==> src/design/omv_pkg.sv <==
// Package for the online mean/variance block: widths, request/response
// structs and the sequencer state type. No dependencies.
`default_nettype none

package omv_pkg;

   localparam int SAMPLE_WIDTH = 32;
   localparam int FRAC_BITS    = 16;
   localparam int COUNT_WIDTH  = 20;
   localparam int ACC_WIDTH    = 64;                 // M2 accumulator
   localparam int VAR_WIDTH    = ACC_WIDTH - 1;      // reported variance
   localparam int DIV_WIDTH    = ACC_WIDTH;          // divider dividend/quotient
   localparam int STEP_WIDTH   = $clog2(DIV_WIDTH + 1);

   typedef struct packed {
      logic signed [SAMPLE_WIDTH-1:0] sample;
      logic                           last_sample;
   } omv_req_type;

   typedef struct packed {
      logic signed [SAMPLE_WIDTH-1:0] mean_value;
      logic [VAR_WIDTH-1:0]           variance_value;
      logic [COUNT_WIDTH-1:0]         sample_total;
      logic                           too_few_flag;
   } omv_rsp_type;

   typedef enum logic [3:0] {
      ST_IDLE,
      ST_DIV_MEAN,
      ST_MEAN,
      ST_ERR,
      ST_MUL,
      ST_ACC,
      ST_VAR_LOAD,
      ST_DIV_VAR,
      ST_OUT
   } omv_state_type;

endpackage

`default_nettype wire

==> src/design/online_mean_variance.sv <==
// Top level of the Welford online mean/variance block; depends on omv_pkg.
// A sample without the last mark passes through these steps from accept to the next ready:
//   accept, 33 steps of the shared restoring divider (delta / n), mean, error, multiply, add.
// On a last sample the add is followed by these steps up to rsp_valid (a set of one goes straight to output):
//   load, 64 divider steps for M2 / (n-1), output; a held response keeps ready low longer.
// Reset (synchronous, active high) clears count, mean, M2, the sequencer and rsp_valid.
`default_nettype none

module online_mean_variance (
   input  wire                  clock,
   input  wire                  reset,
   input  wire                  req_valid,
   output logic                 req_ready,
   input  omv_pkg::omv_req_type req_payload,
   output logic                 rsp_valid,
   input  wire                  rsp_ready,
   output omv_pkg::omv_rsp_type rsp_payload
);

   localparam int SW  = omv_pkg::SAMPLE_WIDTH;
   localparam int CW  = omv_pkg::COUNT_WIDTH;
   localparam int AW  = omv_pkg::ACC_WIDTH;
   localparam int VW  = omv_pkg::VAR_WIDTH;
   localparam int DW  = omv_pkg::DIV_WIDTH;
   localparam int STW = omv_pkg::STEP_WIDTH;
   localparam int PW  = 2 * (SW + 1);   // full product width of |delta| * |e|
   localparam int XW  = 128;            // headroom for the shift-and-saturate check

   // sequencer
   omv_pkg::omv_state_type state_ff, state_in;

   // set state (Welford accumulators)
   logic [CW-1:0] count_ff, count_in;
   logic [SW-1:0] mean_ff, mean_in;
   logic [AW-1:0] m2_ff, m2_in;

   // current sample
   logic [SW-1:0] x_ff, x_in;
   logic          last_ff, last_in;
   logic          delta_neg_ff, delta_neg_in;
   logic [SW:0]   mag_delta_ff, mag_delta_in;
   logic [SW:0]   mag_e_ff, mag_e_in;
   logic [PW-1:0] prod_ff, prod_in;

   // shared restoring divider: dividend shifts out the top while the
   // quotient shifts in at the bottom of the same register
   logic [DW-1:0]  dvd_ff, dvd_in;
   logic [CW-1:0]  rem_ff, rem_in;
   logic [CW-1:0]  dsr_ff, dsr_in;
   logic [STW-1:0] step_ff, step_in;

   // output register
   logic                 rsp_valid_ff, rsp_valid_in;
   omv_pkg::omv_rsp_type rsp_ff, rsp_in;

   // combinational helpers
   logic [CW:0]   rem_shift, rem_trial;
   logic          rem_ge;
   logic [SW:0]   delta_full, e_full, q_signed, mean_sum;
   logic [XW-1:0] prod_wide;
   logic [AW-1:0] add_sat;
   logic [AW:0]   m2_sum;
   logic [CW-1:0] count_inc;
   logic          too_few;
   logic          out_free;

   assign req_ready   = (state_ff == omv_pkg::ST_IDLE);
   assign rsp_valid   = rsp_valid_ff;
   assign rsp_payload = rsp_ff;

   always_ff @(posedge clock) begin
      if (reset) begin
         state_ff     <= omv_pkg::ST_IDLE;
         count_ff     <= '0;
         mean_ff      <= '0;
         m2_ff        <= '0;
         rsp_valid_ff <= 1'b0;
      end else begin
         state_ff     <= state_in;
         count_ff     <= count_in;
         mean_ff      <= mean_in;
         m2_ff        <= m2_in;
         rsp_valid_ff <= rsp_valid_in;
      end
   end

   always_ff @(posedge clock) begin
      x_ff         <= x_in;
      last_ff      <= last_in;
      delta_neg_ff <= delta_neg_in;
      mag_delta_ff <= mag_delta_in;
      mag_e_ff     <= mag_e_in;
      prod_ff      <= prod_in;
      dvd_ff       <= dvd_in;
      rem_ff       <= rem_in;
      dsr_ff       <= dsr_in;
      step_ff      <= step_in;
      rsp_ff       <= rsp_in;
   end

   always_comb begin
      // defaults: hold everything
      state_in     = state_ff;
      count_in     = count_ff;
      mean_in      = mean_ff;
      m2_in        = m2_ff;
      x_in         = x_ff;
      last_in      = last_ff;
      delta_neg_in = delta_neg_ff;
      mag_delta_in = mag_delta_ff;
      mag_e_in     = mag_e_ff;
      prod_in      = prod_ff;
      dvd_in       = dvd_ff;
      rem_in       = rem_ff;
      dsr_in       = dsr_ff;
      step_in      = step_ff;
      rsp_in       = rsp_ff;
      rsp_valid_in = rsp_valid_ff && !rsp_ready;

      // one divider step
      rem_shift = {rem_ff, dvd_ff[DW-1]};
      rem_trial = rem_shift - {1'b0, dsr_ff};
      rem_ge    = (rem_shift >= {1'b0, dsr_ff});

      // delta = x - mean, exact in SW+1 bits
      delta_full = {req_payload.sample[SW-1], req_payload.sample} - {mean_ff[SW-1], mean_ff};
      count_inc  = (count_ff == {CW{1'b1}}) ? count_ff : count_ff + CW'(1);

      // mean step: quotient truncated toward zero, sign of delta restored
      q_signed = delta_neg_ff ? (SW+1)'(-dvd_ff[SW:0]) : dvd_ff[SW:0];
      mean_sum = {mean_ff[SW-1], mean_ff} + q_signed;

      // e = x - new mean; same sign as delta, so magnitudes multiply safely
      e_full = {x_ff[SW-1], x_ff} - {mean_ff[SW-1], mean_ff};

      // product back to Q.FRAC_BITS with saturation, then saturating add to M2
      prod_wide = XW'(prod_ff) >> omv_pkg::FRAC_BITS;
      add_sat   = (|prod_wide[XW-1:AW]) ? {AW{1'b1}} : prod_wide[AW-1:0];
      m2_sum    = {1'b0, m2_ff} + {1'b0, add_sat};

      too_few  = (count_ff < CW'(2));
      out_free = !rsp_valid_ff || rsp_ready;

      case (state_ff)
         omv_pkg::ST_IDLE: begin
            if (req_valid) begin
               x_in         = req_payload.sample;
               last_in      = req_payload.last_sample;
               count_in     = count_inc;
               delta_neg_in = delta_full[SW];
               mag_delta_in = delta_full[SW] ? (SW+1)'(-delta_full) : delta_full;
               // |delta| left-aligned so its quotient lands in the low SW+1 bits
               dvd_in       = {(delta_full[SW] ? (SW+1)'(-delta_full) : delta_full),
                               {(DW-SW-1){1'b0}}};
               rem_in       = '0;
               dsr_in       = count_inc;
               step_in      = STW'(SW + 1);
               state_in     = omv_pkg::ST_DIV_MEAN;
            end
         end
         omv_pkg::ST_DIV_MEAN, omv_pkg::ST_DIV_VAR: begin
            rem_in  = rem_ge ? rem_trial[CW-1:0] : rem_shift[CW-1:0];
            dvd_in  = {dvd_ff[DW-2:0], rem_ge};
            step_in = step_ff - STW'(1);
            if (step_ff == STW'(1)) begin
               state_in = (state_ff == omv_pkg::ST_DIV_MEAN) ? omv_pkg::ST_MEAN
                                                              : omv_pkg::ST_OUT;
            end
         end
         omv_pkg::ST_MEAN: begin
            mean_in  = mean_sum[SW-1:0];   // stays between old mean and sample
            state_in = omv_pkg::ST_ERR;
         end
         omv_pkg::ST_ERR: begin
            mag_e_in = e_full[SW] ? (SW+1)'(-e_full) : e_full;
            state_in = omv_pkg::ST_MUL;
         end
         omv_pkg::ST_MUL: begin
            prod_in  = PW'(mag_delta_ff) * PW'(mag_e_ff);
            state_in = omv_pkg::ST_ACC;
         end
         omv_pkg::ST_ACC: begin
            m2_in = m2_sum[AW] ? {AW{1'b1}} : m2_sum[AW-1:0];
            if (!last_ff) begin
               state_in = omv_pkg::ST_IDLE;
            end else if (too_few) begin
               state_in = omv_pkg::ST_OUT;
            end else begin
               state_in = omv_pkg::ST_VAR_LOAD;
            end
         end
         omv_pkg::ST_VAR_LOAD: begin
            dvd_in   = DW'(m2_ff);
            rem_in   = '0;
            dsr_in   = count_ff - CW'(1);
            step_in  = STW'(DW);
            state_in = omv_pkg::ST_DIV_VAR;
         end
         omv_pkg::ST_OUT: begin
            if (out_free) begin
               rsp_in.mean_value     = mean_ff;
               rsp_in.sample_total   = count_ff;
               rsp_in.too_few_flag   = too_few;
               if (too_few) begin
                  rsp_in.variance_value = '0;
               end else begin
                  rsp_in.variance_value = dvd_ff[DW-1] ? {VW{1'b1}} : dvd_ff[VW-1:0];
               end
               rsp_valid_in = 1'b1;
               // clear the set for the next one
               count_in     = '0;
               mean_in      = '0;
               m2_in        = '0;
               state_in     = omv_pkg::ST_IDLE;
            end
         end
         default: begin
            state_in = omv_pkg::ST_IDLE;
         end
      endcase
   end

endmodule

`default_nettype wire

==> config.mk <==
export PLATFORM = sky130hd
export DESIGN_NAME = online_mean_variance
export DESIGN_NICKNAME = d
export VERILOG_FILES = /design/src/design/omv_pkg.sv /design/src/design/online_mean_variance.sv
export SDC_FILE = /design/constraint.sdc
export NUM_CORES = 2
export LEC_CHECK = 0
export ABC_AREA = 1
export BUFFER_PORTS_ARGS = -buffer_cell sky130_fd_sc_hd__buf_2
export CORE_ASPECT_RATIO = 0.8
export CORE_MARGIN = 10
export CORE_UTILIZATION = 37
export CTS_CLUSTER_DIAMETER = 80
export DETAILED_ROUTE_END_ITERATION = 16
export SLEW_MARGIN = 20
export SYNTH_ARGS = -nofsm -noshare
export SYNTH_HDL_FRONTEND = slang
export SYNTH_SLANG_ARGS = --single-unit
==> constraint.sdc <==
create_clock -name clock -period 6.6 [get_ports clock]
set_input_delay 0.33 -clock clock [delete_from_list [all_inputs] [get_ports clock]]
set_output_delay 0.33 -clock clock [all_outputs]
set_load 0.01 [all_outputs]
==> summary by stage <==
GRT
The global-route wire length before repair is 360.5 mm. The residual overflow from global routing is 0. The number of global-route vias before repair is 59610.

The pin count of the biggest net entering global routing is 88. In the global route stage, overall resource usage came out at 22.35%. The number of antenna violations at the first check in global routing came to 15.

Floorplan
155 I/O pins were placed. The placeable core region is 187100 sq um. The chip height is 407.8 microns. For this configuration, the core starts out at a cell density of 37.18%. The width of the die is 504.8 microns.

The floorplan has 142 rows. The die covers 205800 sq um.

Synthesis
The xor/xnor cell area share of the yosys netlist is 2.954%. Each instance of the synthesized netlist takes up on average 7.567 sq um. After synthesis, the share of flip-flops with an asynchronous set or reset is 0%. By area, the combinational part of the netlist is dominated by adder cells. Summing every instance area after synthesis gives 69560 sq um.

The synthesized netlist devotes 7.622% of its cell area to compound gates. Counting flops with a built-in enable in the synthesized netlist gives 377. The dominant synthesized flop cell is sky130_fd_sc_hd__edfxtp_1. Of all cell types, the one taking the most synthesized area is sky130_fd_sc_hd__fa_1. When the netlist entered floorplanning its net count stood at 10620. The number of cells produced by synthesis is 9192. By area the synthesized netlist is led by sky130_fd_sc_hd__fa_1 (28%), sky130_fd_sc_hd__edfxtp_1 (16%), sky130_fd_sc_hd__nand2_1 (13%). The synthesized netlist devotes 19.73% of its cell area to simple gates. The number of synthesized register bits is 498. The multiplexer fraction of the synthesized cell area is 0%. Summing the sequential cell areas from Yosys gives 19.76% of the chip area. Yosys printed 0 warnings. The distinct cell type count of the synthesized netlist is 56. The adder and majority cell fraction of the synthesized area is 35.48%.

The share of Yosys cell area claimed by the top area cell type is 27.69%.

Drt
The mean number of vias per cell is 4.922. The detailed router finished its first iteration with 5554 violations. The first detailed-routing pass ran for 7 iterations. Dividing the detail-routed wire length by the instance count gives 19.35 microns. After detailed routing, the total wire length is 235.7 mm. Detailed routing inserted a total of 59960 vias. After detailed routing, the number of remaining DRC violations is 0. The detail route stage leaves a number of antenna-violating nets equal to 0.

Timing
Derived from the worst setup path, the maximum achievable clock frequency is 140.7 MHz. The setup skew after layout is 0.08623 ns. The worst path in the final design needs a cycle of 7.109 ns, including I/O delays and setup. The total count of max-transition violations in the final report was 0. The slew at the pin closest to its max-slew limit is 1.162 ns. Measured against its own limit, the worst slew margin works out to 22.47%. In the post-route analysis, the smallest setup slack over all paths is -0.5090 ns.

After layout, the worst path uses 107.7% of the clock period. Setup violations remaining at the end of the flow were counted as 44. The final setup TNS is -13.52 ns. The total count of hold-check failures in the final report is 0. Setup repair after global routing could not meet its margin everywhere.

Worst hold path
Along the worst hold path, the cell count comes to 2. The class of the worst hold path is input port to flip-flop. The path with the worst hold slack has its endpoint at count_ff[11]. The worst min-delay path startpoint is reset.

Setup path
In this run the worst path has a maximum fanout of 6. The worst register-to-register path has a setup slack of -0.51 ns. The most common cell type on the critical path is sky130_fd_sc_hd__fa_1.

The critical path in this run is classified as flip-flop to flip-flop. For this run, the slowest stage of the critical path takes 0.57 ns. The number of buffer and inverter stages on the critical path is 12. The critical path arrival is 7.50 ns. The cell at the slowest stage of the critical path is sky130_fd_sc_hd__fa_1.

The worst register-to-register path ends at prod_ff[57]. The worst setup path is launched from a flip-flop. The startpoint of the most critical register-to-register path is mag_delta_ff[25].

The critical path endpoint category is a flip-flop. For the worst setup path, the data required time is 6.99 ns. Measured in cells, the most critical reg-to-reg path has a length of 28. The cell class contributing the biggest share of worst-path delay is adder cells.

Placed design
The weighted congestion at the end of routability-driven global placement is 0.9868. The pre-CTS setup slack is -0.6972 ns. The HPWL after detailed placement is 197.5 mm.

Input and output buffers added on the ports amount to 154. The placed cell count is 12010.

Flow run
The count of max-cap constraint violations is 0.

Clock network
The post-CTS clock slew at the launch and capture registers of the worst setup and hold paths is 0.07 ns. The clock tree from TritonCTS is built. The number of clock sinks is 498. The H-tree level count is 2. The later pin in the worst-skew pair is clocked with a latency of 0.72 ns. The cell chosen for the clock root is sky130_fd_sc_hd__clkbuf_16. Counting along the longest clock path gives a buffer depth of 3. The total CTS buffers is 61.

Finish
The number of nets in the layout is 11040. The final standard cell count with taps included and fillers excluded is 12180. Leaving out fill and tap cells, the most frequent cells in the layout are sky130_fd_sc_hd__nand2_1 (2369), sky130_fd_sc_hd__inv_1 (2259), sky130_fd_sc_hd__fa_1 (942). The proportion of layout cells with a drive suffix above 1 is 11.60%. The most common cell after layout, fill and taps aside is sky130_fd_sc_hd__nand2_1. The area growth from synthesis to layout is 16.51%.

Run status
The flow ran to the end, but the final reports show violations. The checks that failed: negative setup slack.
==> how the worst max path moves through the flow <==
stage	startpoint	to	slack, ns	cells after the start
5_1_grt	mag_delta_ff[25]	prod_ff[57]	-0.71	29
3_5_place_dp	mag_delta_ff[27]	prod_ff[59]	-0.70	26
2_1_floorplan	mag_delta_ff[19]	prod_ff[49]	-0.01	31
6_report	mag_delta_ff[25]	prod_ff[57]	-0.51	28
4_1_cts	mag_delta_ff[25]	prod_ff[58]	-0.44	28
3_3_place_gp	mag_delta_ff[28]	prod_ff[59]	-0.72	26
==> cell usage after synthesis (4+ instances only) <==
cell,number
sky130_fd_sc_hd__and2_1,4
sky130_fd_sc_hd__buf_1,4
sky130_fd_sc_hd__xnor2_1,53
sky130_fd_sc_hd__fa_1,962
sky130_fd_sc_hd__nor4_1,13
sky130_fd_sc_hd__o21ai_1,8
sky130_fd_sc_hd__xor2_2,9
sky130_fd_sc_hd__a22oi_1,14
sky130_fd_sc_hd__a22o_1,4
sky130_fd_sc_hd__a21o_1,31
sky130_fd_sc_hd__a31oi_1,50
sky130_fd_sc_hd__inv_1,2301
sky130_fd_sc_hd__o21bai_1,23
sky130_fd_sc_hd__nor2_4,4
sky130_fd_sc_hd__nand2_1,2394
sky130_fd_sc_hd__nand3_1,248
sky130_fd_sc_hd__nor3_1,67
sky130_fd_sc_hd__nand4_1,60
sky130_fd_sc_hd__a21boi_0,12
sky130_fd_sc_hd__o21ai_0,356
sky130_fd_sc_hd__or2_2,16
sky130_fd_sc_hd__nand3b_1,22
sky130_fd_sc_hd__nor2_1,553
sky130_fd_sc_hd__edfxtp_1,377
sky130_fd_sc_hd__xor2_1,163
sky130_fd_sc_hd__a21oi_1,442
sky130_fd_sc_hd__dfxtp_1,121
sky130_fd_sc_hd__clkinv_1,4
sky130_fd_sc_hd__o22ai_1,4
sky130_fd_sc_hd__nand3_2,8
sky130_fd_sc_hd__nand2_2,17
sky130_fd_sc_hd__buf_2,9
sky130_fd_sc_hd__clkbuf_1,343
sky130_fd_sc_hd__ha_1,433
sky130_fd_sc_hd__nor2_2,12
sky130_fd_sc_hd__o21a_1,16
==> cell type report <==
type | instances | area, sq um
clock buffers | 72 | 1608
flip-flops and latches | 498 | 13740
clock inverters | 42 | 534.3
diodes | 3 | 7.507
multi-input cells | 6023 | 47190
fillers | 18720 | 106000
well taps | 2520 | 3153
repair buffers | 714 | 6135
inverters | 2309 | 8672
==> flip-flops by register name, indices dropped and copies added (netlist names) <==
signal,flops
mean_ff,32
mag_e_ff,33
rsp_payload,116
state_ff,4
dvd_ff,64
last_ff,1
dsr_ff,20
rsp_valid,1
rem_ff,20
mag_delta_ff,33
m2_ff,64
prod_ff,50
count_ff,20
delta_neg_ff,1
x_ff,32
step_ff,7
==> repair_timing <==
action	CTS	global route
hold endpoints to repair	36	0
hold buffers	35	0
buffers inserted	17	2
gates resized for setup	230	140
setup endpoints to repair	48	50
pin swaps	40	36
cloned	1	0
==> logic make-up (layout without fill, tap and decap cells) <==
| kind of cell | Yosys count | count (layout) |
|---|---|---|
| AO/OA/AOI/OAI | 980 | 980 |
| XOR/XNOR | 226 | 226 |
| adder cells (fa/ha/maj) | 1395 | 1395 |
| buffers and inverters | 2671 | 3137 |
| flip-flops | 498 | 498 |
| other | 0 | 3 |
| AND/OR/NAND/NOR | 3422 | 3422 |
==> per-layer routing <==
layer | track usage (%) | vias up | part of all wire [%]
met5 | 0 | - | 0.011
met4 | 5.535 | 4 | 2.9
met3 | 3.743 | 264 | 8.2
met2 | 34.16 | 2066 | 43
met1 | 32.80 | 29260 | 46
li1 | - | 28370 | -
==> per-stage QoR <==
stage               util (%)  hold slack, ns  cell area [sq um]
floorplan                  -          0.4064              69670
global placement       41.07          0.4784              76840
detailed placement     41.07          0.4843              76840
CTS                    42.98         0.09017              80420
global route           43.31          0.1530              81030
finish                 43.32          0.1469              81040
Power is not shown: default switching activity piles up to over one toggle a cycle in this logic, so the estimate is an artifact.
